--- src/hpc_pkg.sv ---
// ============================================================================
// hpc_pkg - shared types and constants for the hashed phrase counter
// Sizes of the stores, result codes and the command/status bundles that
// join the controller and the datapath.
// ============================================================================
package hpc_pkg;

    localparam int CHAR_W          = 21;
    localparam int CFG_W           = 11;
    localparam int BUCKET_DEPTH    = 1024;
    localparam int BKT_W           = $clog2(BUCKET_DEPTH);
    localparam int ENTRY_DEPTH     = 65536;
    localparam int ENT_W           = $clog2(ENTRY_DEPTH);
    localparam int KEY_STORE_DEPTH = 262144;
    localparam int KEY_AW          = $clog2(KEY_STORE_DEPTH);
    localparam int MAX_KEY_LEN     = 512;
    localparam int PB_AW           = $clog2(MAX_KEY_LEN);
    localparam int LEN_W           = PB_AW + 1;
    localparam int CNT_W           = 32;
    localparam int HASH_W          = 64;
    localparam int DCNT_W          = $clog2(HASH_W) + 1;

    localparam logic [HASH_W-1:0] HASH_SEED     = 64'd5381;
    localparam logic [CFG_W-1:0]  BUCKET_RESET  = 11'd1024;
    localparam logic [CFG_W-1:0]  BUCKET_MAX    = 11'd1024;

    // result status codes
    localparam logic [2:0] ST_FOUND    = 3'd0;
    localparam logic [2:0] ST_NEW      = 3'd1;
    localparam logic [2:0] ST_ENT_FULL = 3'd2;
    localparam logic [2:0] ST_KEY_FULL = 3'd3;
    localparam logic [2:0] ST_TOO_LONG = 3'd4;

    // controller -> datapath
    typedef struct packed {
        logic       clr_step;   // zero one bucket head, advance sweep
        logic       char_take;  // input beat accepted
        logic       div_start;  // load hash into the remainder unit
        logic       div_step;   // one quotient bit
        logic       head_load;  // current entry <= bucket head
        logic       ent_next;   // follow chain link
        logic       idx_clr;    // character index <= 0
        logic       idx_inc;    // character index + 1
        logic       cnt_wr;     // write incremented count
        logic       cp_wr;      // copy one key character
        logic       ins_wr;     // write new entry record
        logic       link_wr;    // link new entry, bump fill pointers
        logic       res_load;   // latch result fields
        logic [2:0] res_code;
        logic       out_load;   // move result to the output register
        logic       phrase_clr; // return phrase state to reset values
    } t_cmd;

    // datapath -> controller
    typedef struct packed {
        logic s_valid;
        logic s_last;
        logic clr_last;
        logic div_done;
        logic too_long;
        logic e_zero;
        logic len_eq;
        logic key_eq;
        logic idx_last;
        logic ent_full;
        logic key_full;
        logic out_busy;
    } t_sts;

endpackage

--- src/hpc_ctrl.sv ---
// ============================================================================
// hpc_ctrl - phrase counter sequencer
// One-hot state machine: bucket clear sweep, character intake, hash
// reduction, chain walk, key compare, key copy, insert and result hand-off.
// ============================================================================
module hpc_ctrl (
    input  logic          i_clk,
    input  logic          i_rst_n,
    input  hpc_pkg::t_sts i_sts,
    output hpc_pkg::t_cmd o_cmd,
    output logic          o_ready
);

    typedef enum logic [16:0] {
        S_CLEAR  = 17'h00001,
        S_IDLE   = 17'h00002,
        S_START  = 17'h00004,
        S_DIV    = 17'h00008,
        S_HEAD   = 17'h00010,
        S_HEADW  = 17'h00020,
        S_CHK    = 17'h00040,
        S_ENTW   = 17'h00080,
        S_CMPRD  = 17'h00100,
        S_CMPEQ  = 17'h00200,
        S_CNT    = 17'h00400,
        S_INSCHK = 17'h00800,
        S_CPRD   = 17'h01000,
        S_CPWR   = 17'h02000,
        S_INS    = 17'h04000,
        S_LINK   = 17'h08000,
        S_EMIT   = 17'h10000
    } t_state;

    t_state r_state, n_state;

    // state register
    always_ff @(posedge i_clk) begin
        if (!i_rst_n) begin
            r_state <= S_CLEAR;
        end else begin
            r_state <= n_state;
        end
    end

    assign o_ready = (r_state == S_IDLE);

    // next state and commands
    always_comb begin
        n_state = r_state;
        o_cmd   = '0;
        case (r_state)
            S_CLEAR: begin
                o_cmd.clr_step = 1'b1;
                if (i_sts.clr_last) n_state = S_IDLE;
            end
            S_IDLE: begin
                if (i_sts.s_valid) begin
                    o_cmd.char_take = 1'b1;
                    if (i_sts.s_last) n_state = S_START;
                end
            end
            S_START: begin
                if (i_sts.too_long) begin
                    o_cmd.res_load = 1'b1;
                    o_cmd.res_code = hpc_pkg::ST_TOO_LONG;
                    n_state        = S_EMIT;
                end else begin
                    o_cmd.div_start = 1'b1;
                    n_state         = S_DIV;
                end
            end
            S_DIV: begin
                if (i_sts.div_done) n_state = S_HEAD;
                else o_cmd.div_step = 1'b1;
            end
            // head read address is the bucket, data lands next cycle
            S_HEAD: n_state = S_HEADW;
            S_HEADW: begin
                o_cmd.head_load = 1'b1;
                n_state         = S_CHK;
            end
            S_CHK: begin
                if (i_sts.e_zero) n_state = S_INSCHK;
                else n_state = S_ENTW;
            end
            S_ENTW: begin
                if (i_sts.len_eq) begin
                    o_cmd.idx_clr = 1'b1;
                    n_state       = S_CMPRD;
                end else begin
                    o_cmd.ent_next = 1'b1;
                    n_state        = S_CHK;
                end
            end
            S_CMPRD: n_state = S_CMPEQ;
            S_CMPEQ: begin
                if (!i_sts.key_eq) begin
                    o_cmd.ent_next = 1'b1;
                    n_state        = S_CHK;
                end else if (i_sts.idx_last) begin
                    n_state = S_CNT;
                end else begin
                    o_cmd.idx_inc = 1'b1;
                    n_state       = S_CMPRD;
                end
            end
            S_CNT: begin
                o_cmd.cnt_wr   = 1'b1;
                o_cmd.res_load = 1'b1;
                o_cmd.res_code = hpc_pkg::ST_FOUND;
                n_state        = S_EMIT;
            end
            S_INSCHK: begin
                if (i_sts.ent_full) begin
                    o_cmd.res_load = 1'b1;
                    o_cmd.res_code = hpc_pkg::ST_ENT_FULL;
                    n_state        = S_EMIT;
                end else if (i_sts.key_full) begin
                    o_cmd.res_load = 1'b1;
                    o_cmd.res_code = hpc_pkg::ST_KEY_FULL;
                    n_state        = S_EMIT;
                end else begin
                    o_cmd.idx_clr = 1'b1;
                    n_state       = S_CPRD;
                end
            end
            S_CPRD: n_state = S_CPWR;
            S_CPWR: begin
                o_cmd.cp_wr = 1'b1;
                if (i_sts.idx_last) begin
                    n_state = S_INS;
                end else begin
                    o_cmd.idx_inc = 1'b1;
                    n_state       = S_CPRD;
                end
            end
            S_INS: begin
                o_cmd.ins_wr   = 1'b1;
                o_cmd.res_load = 1'b1;
                o_cmd.res_code = hpc_pkg::ST_NEW;
                n_state        = S_LINK;
            end
            S_LINK: begin
                o_cmd.link_wr = 1'b1;
                n_state       = S_EMIT;
            end
            S_EMIT: begin
                if (!i_sts.out_busy) begin
                    o_cmd.out_load   = 1'b1;
                    o_cmd.phrase_clr = 1'b1;
                    n_state          = S_IDLE;
                end
            end
            default: n_state = S_CLEAR;
        endcase
    end

endmodule

--- config.mk ---
export PLATFORM = sky130hd
export DESIGN_NAME = hpc_ctrl
export DESIGN_NICKNAME = d
export VERILOG_FILES = /design/src/hpc_pkg.sv /design/src/hpc_ctrl.sv
export SDC_FILE = /design/constraint.sdc
export NUM_CORES = 1
export LEC_CHECK = 0
export BUFFER_PORTS_ARGS = -buffer_cell sky130_fd_sc_hd__buf_2
export CORE_MARGIN = 2
export CORE_UTILIZATION = 51
export DETAILED_ROUTE_END_ITERATION = 8
export GPL_ROUTABILITY_DRIVEN = 0
export PLACE_DENSITY = 0.79
export SLEW_MARGIN = 30
export SYNTH_ARGS = -nofsm -noshare
export SYNTH_HDL_FRONTEND = slang
export SYNTH_SLANG_ARGS = --single-unit
--- constraint.sdc ---
create_clock -name i_clk -period 2.1 [get_ports i_clk]
set_input_delay 0.105 -clock i_clk [delete_from_list [all_inputs] [get_ports i_clk]]
set_output_delay 0.105 -clock i_clk [all_outputs]
set_load 0.05 [all_outputs]
==> impl_metrics.toml, run 1 <==
[critical_path]
max_stage_delay_ps = 400
cp_cell_sequence = "nor4_4, buf_4, nand4_1, nor4b_4, nor2b_4, nor2_4, buf_6"
cp_max_fo = 3
critical-path-top-delay-family = "simple AND/OR/NAND/NOR gates"
required_ps = 2000
path_class = "flip-flop to primary output"
crit_buf_inv = 2
slowest_stage = "nor4b_4"
cp-start-kind = "flip-flop"
end_kind = "primary output"
cp.arrival_ps = 2080

[drt]
drt_first_pass_iters = 5
antenna_left = 0
viasPerCell = 6.25
wl_per_cell_um = 19.8
vias = 1507
wl_um = 4770
post-route-drc-count = 0
drtIter0Drc = 75

[power_and_ir_drop]
power_frac_seq_pct = 42.4
internal-power_uw = 521
comb_power_share_pct = 33.5
p_sw_uw = 264
swShare_pct = 33.6
p_leak_uw = 0.000839
p_clk_share_pct = 24.1
power_density_nw_per_um2 = 404
ir_worst_vdd_mv = 0.508

[logic_synthesis]
ys_warn_count = 0
synth_area_sq_um = 1130
synth_nets = 152
avgSynthCellArea_sq_um = 8.21
yosysUniqueCellTypes = 39
synth_seq_cells = 17
syn-instance-count = 138
ys_seq_area_share_pct = 30.0

[sta]
fmax_mhz = 459
final.min_clock_period_ps = 2180
hold_violations = 0
skew_ps = 4.09
drv_slew = 0
rsz0062_at_grt = "true"
fin_crit_sh_pct = 104
layout_setup_ws_ps = -81.0
finalSetupViolations = 8
holdWs_ps = 99.1
tightest_slew_ps = 505
slew_headroom_pct = 66.1

[grt]
grt.total_usage_pct = 33.5
grt.overflow.total = 0
antenna_found_initial = 0
grt_pass1_wl_um = 6600
grt_pass1_vias = 1392
grt_max_degree = 10

[place]
dpl_worst_slack_ps = -21.8
hpwlAfterDp_um = 2690
place_area_sq_um = 1560
portBuffers = 32

[floorplanning]
die_h_um = 51.1
io_pins = 33
initial_utilization_pct = 52.8
die_x_um = 51.1
design.die.area_sq_um = 2620
core-area_sq_um = 2150
num_rows = 17

[final_layout]
area_growth_pct = 71.3
largest_reg_flops = 17
reg.largest.list = "r_state (17)"
nNetsFinal = 228
top_register = "r_state"
drive_gt1_share_pct = 52.6
num_antenna_cells = 0
design_area_sq_um = 1940

[clock_network]
cts.sinks = 17
numCtsBuffers = 3
htree_levels = 1
cts_tree = "yes"
ctsLongestPathBuffers = 2
cts_root_buf = "clkbuf_4"
clkTransAtPathRegs_ps = 110
worstSkewPairLatency_ps = 300

[hold_path]
min_path_type = "input port to flip-flop"

[run_status]
violations = "setup timing"
outcome = "finished, violations left"

[job]
maxCapViolations = 0
## per-stage QoR
step	total power [uW]	setup TNS (ps)	cells	util, %
5_1_grt	804	-1230	241	90.4
2_1_floorplan	445	-937	138	-
3_3_place_gp	517	0	216	72.7
4_1_cts	723	-69.5	233	82.8
3_5_place_dp	523	-21.8	216	72.7
6_report	784	-279	241	90.4
## per-layer routing
layer	global-route usage [%]	routed length [um]	part of all wire (%)
met1	41.1	1800	38
met2	59.5	2470	52
met3	6.73	339	7.1
met4	8.11	159	3.3
met5	0	0	0
## power by group through the flow
| stage | registers, uW | clock network [uW] | logic [uW] |
|---|---|---|---|
| 6_report | 332 | 189 | 263 |
| 2_1_floorplan | 342 | 0 | 103 |
| 3_5_place_dp | 340 | 0 | 183 |
| 5_1_grt | 333 | 197 | 275 |
| 3_3_place_gp | 339 | 0 | 178 |
| 4_1_cts | 331 | 186 | 206 |
## repair_timing
item                                    CTS  global route
endpoints found under the setup margin   15            23
resized for setup                        27            31
hold buffers                              1             0
pin swaps                                11            10
endpoints found under the hold margin     1             0
gates cloned                              0             0
setup buffers                            12             8
## final timing paths
path / endpoint / slack (ps) / cells after the start / start
setup reg to reg: r_state[16] / 50 / 9 / r_state[0]
hold / removal: r_state[3] / 100 / 3 / i_rst_n
setup / recovery: o_cmd[10] / -80 / 7 / r_state[0]
hold reg to reg: r_state[15] / 600 / 2 / r_state[14]
## cells in the mapped netlist
| cell | n | area [sq um] |
|---|---|---|
| o22ai_1 | 1 | 6.26 |
| o21a_1 | 4 | 30.0 |
| nand4b_1 | 3 | 26.3 |
| and3_1 | 2 | 12.5 |
| nor3_1 | 14 | 70.1 |
| a21oi_1 | 3 | 15.0 |
| or2_2 | 1 | 6.26 |
| or4b_2 | 1 | 10.0 |
| nor4b_2 | 2 | 30.0 |
| xor2_1 | 3 | 26.3 |
| nor4bb_1 | 1 | 10.0 |
| or3_1 | 1 | 6.26 |
| nor4b_1 | 2 | 17.5 |
| o32a_1 | 3 | 30.0 |
| or4_4 | 1 | 11.3 |
| and3b_1 | 1 | 8.76 |
| nand2b_1 | 5 | 31.3 |
| and2_1 | 4 | 25.0 |
| nor4_4 | 3 | 63.8 |
| nand3_1 | 3 | 15.0 |
| nand3b_1 | 1 | 7.51 |
| nor4_1 | 5 | 31.3 |
| inv_1 | 8 | 30.0 |
| and4b_1 | 2 | 20.0 |
| o21bai_1 | 1 | 7.51 |
| o32ai_1 | 2 | 17.5 |
| nand4_4 | 1 | 21.3 |
| clkbuf_1 | 1 | 3.75 |
| buf_2 | 1 | 5.00 |
| dfxtp_1 | 17 | 340 |
| o21ai_0 | 10 | 50.1 |
| nand4_1 | 4 | 25.0 |
| o41ai_1 | 1 | 8.76 |
| xnor2_1 | 1 | 8.76 |
| nand2_1 | 7 | 26.3 |
| nor2b_1 | 1 | 6.26 |
| buf_4 | 1 | 7.51 |
| and4_1 | 1 | 8.76 |
| nor2_1 | 15 | 56.3 |
## final cells by class
cell class	instances	area, sq um
inverter	8	30.0
tap	28	35.0
fill	94	206
sequential	17	349
timing repair buffer	74	581
clock buffer	4	26.3
multi-input combinational	110	921
## cell usage in the layout, fill, tap and decap left out, types with 3 or more instances in the layout
master / n
buf_4: 40
buf_6: 16
buf_2: 15
dfxtp_1: 12
nor2_1: 11
o21ai_0: 9
nor3_1: 8
inv_1: 8
nand2_1: 7
nand2b_1: 5
clkbuf_4: 5
nor4_4: 4
nand4_1: 4
o21a_1: 4
dfxtp_2: 4
nor3_4: 3
nor3_2: 3
o32a_1: 3
nand4b_1: 3
a21oi_1: 3
xor2_1: 3
and2_1: 3
## tightest hold or removal path, delay by kind of cell
| kind | cells | cell delay, ps |
|---|---|---|
| buffers and inverters | 1 | 160 |
| AND/OR/NAND/NOR | 2 | 100 |
## cells by family after synthesis
logic type | count (synthesis) | synth area share (%)
compound gates | 25 | 14.6
xor+xnor | 4 | 3.09
buf+inv | 11 | 4.08
flops | 17 | 30.0
simple gates | 81 | 48.2
Power figures use the tool's default switching activity.
==> inputs of run 2 (changes only) <==
--- a/config.mk
+++ b/config.mk
@@ -7,10 +7,11 @@
 export LEC_CHECK = 0
 export BUFFER_PORTS_ARGS = -buffer_cell sky130_fd_sc_hd__buf_2
 export CORE_MARGIN = 2
-export CORE_UTILIZATION = 51
+export CORE_UTILIZATION = 53
+export CTS_BUF_LIST = sky130_fd_sc_hd__clkbuf_8
 export DETAILED_ROUTE_END_ITERATION = 8
 export GPL_ROUTABILITY_DRIVEN = 0
-export PLACE_DENSITY = 0.79
+export PLACE_DENSITY = 0.81
 export SLEW_MARGIN = 30
 export SYNTH_ARGS = -nofsm -noshare
 export SYNTH_HDL_FRONTEND = slang
==> run 2 against run 1 <==
The flow still finishes with violations (setup timing). Cell count is 4.6% lower. Combinational power is 14% lower. Count of clock-buffer cells in the layout is 1 lower. Sequential power hardly changed. Setup slack worse by 1.1 ps. Global-route usage is 0.21 points higher. Flip-flop and latch count stayed put. Clock power is 34% higher. Critical path type unchanged. Highest routed layer unchanged.
==> impl_metrics.toml, run 2 (same netlist as run 1, synthesis figures left out) <==
[place]
dpl_worst_slack_ps = 26.4
hpwlAfterDp_um = 2640
portBuffers = 32
place_area_sq_um = 1570

[final_layout]
layout_commonest_cell = "buf_4"
drive_gt1_share_pct = 47.3
layout_common_cells = "buf_4, buf_2, dfxtp_1"
design_area_sq_um = 1800
top_register = "r_state"
post-route-util_pct = 91.0
num_antenna_cells = 0
reg.largest.list = "r_state (17)"
nNetsFinal = 218
largest_reg_flops = 17
area_growth_pct = 59.1

[critical_path]
path_class = "flip-flop to primary output"
end_kind = "primary output"
cp-start-kind = "flip-flop"
cp_max_fo = 4
required_ps = 2000
cp.arrival_ps = 2080

[sta]
tns_ps = -244
fin_crit_sh_pct = 104
tightest_slew_ps = 492
rsz0062_at_grt = "true"
finalSetupViolations = 7
drv_slew = 0
slew_headroom_pct = 66.9
skew_ps = 0.722
fmax_mhz = 458
layout_setup_ws_ps = -82.0
final.min_clock_period_ps = 2180
hold_violations = 0

[drt]
drt_first_pass_iters = 4
wl_per_cell_um = 21.0
viasPerCell = 6.66
post-route-drc-count = 0
vias = 1532
antenna_left = 0
drtIter0Drc = 71
wl_um = 4830

[floorplanning]
die_h_um = 50.2
num_rows = 16
io_pins = 33
core-area_sq_um = 1980
design.die.area_sq_um = 2520
initial_utilization_pct = 57.2
die_x_um = 50.2

[hold_path]
min_path_type = "input port to flip-flop"

[run_status]
outcome = "finished, violations left"
violations = "setup timing"

[power_and_ir_drop]
ir_worst_vdd_mv = 0.498
p_leak_uw = 0.000778
total_power_uw = 811
power_density_nw_per_um2 = 450

[job]
maxCapViolations = 0

[clock_network]
cts.sinks = 17
clkTransAtPathRegs_ps = 70
cts_tree = "yes"
worstSkewPairLatency_ps = 260
cts_root_buf = "clkbuf_8"
htree_levels = 1
ctsLongestPathBuffers = 2
numCtsBuffers = 3

[grt]
grt_max_degree = 10
antenna_found_initial = 0
grt.overflow.total = 0
grt_pass1_wl_um = 6380
grt_pass1_vias = 1365
grt.total_usage_pct = 33.7
## run 2: cell count changes in the layout (fill, tap and decap cells not counted), moves of 3 or more
cell	before	now
buf_2	15	19
buf_4	40	34
buf_6	16	8
clkbuf_4	5	2
clkbuf_8	0	3
## run 2: final cells by class
| type | count | area [sq um] |
|---|---|---|
| Clock buffer | 3 | 41.3 |
| Clock inverter | 1 | 3.75 |
| Fill cell | 78 | 179 |
| Inverter | 8 | 30.0 |
| Multi-Input combinational cell | 110 | 875 |
| Sequential cell | 17 | 349 |
| Tap cell | 27 | 33.8 |
| Timing Repair Buffer | 64 | 470 |
## run 2: repair_timing
item,4_1_cts,5_1_grt
resized for setup,21,15
buffers inserted,5,6
setup endpoints to repair,11,20
pin swaps,8,7
hold buffers,0,0
## run 2: critical path, stage by stage, from the launching register on
cell and delay, ps:
dfxtp_2 340, nor4_4 350, buf_4 180, nand4_4 60
or4_4 440, nor2b_2 190, nor2_4 90, buf_6 160
## run 2: per-layer routing
metal / share of wire [%] / wire [um] / vias up / GRT usage [%]
li1: - / - / 652 / -
met1: 37 / 1780 / 717 / 40.2
met2: 47 / 2250 / 126 / 57.7
met3: 9.6 / 465 / 37 / 6.85
met4: 6.9 / 335 / 0 / 15.3
met5: 0 / 0 / - / 0
## run 2: worst paths after layout
kind	cells after the start	endpoint	from	slack, ps
worst max-delay path	7	o_cmd[10]	r_state[7]	-80
worst min-delay path	2	r_state[7]	i_sts[6]	20
worst max register to register	8	r_state[12]	r_state[7]	-30
worst min register to register	1	r_state[5]	r_state[4]	650
## run 2: metrics by stage
| step | instances | hold slack, ps |
|---|---|---|
| floorplan | 138 | 177 |
| global placement | 216 | 285 |
| detailed placement | 216 | 286 |
| CTS | 224 | 15.8 |
| global route | 230 | 22.8 |
| finish | 230 | 20.4 |
## run 2: report_power, final
group / total [uW] / leakage (uW) / internal, uW / switching, uW
Combinational: 225 / 0.000612 / 88.5 / 136
Sequential: 332 / 0.000139 / 326 / 6.07
Clock: 253 / 0.0000269 / 130 / 123
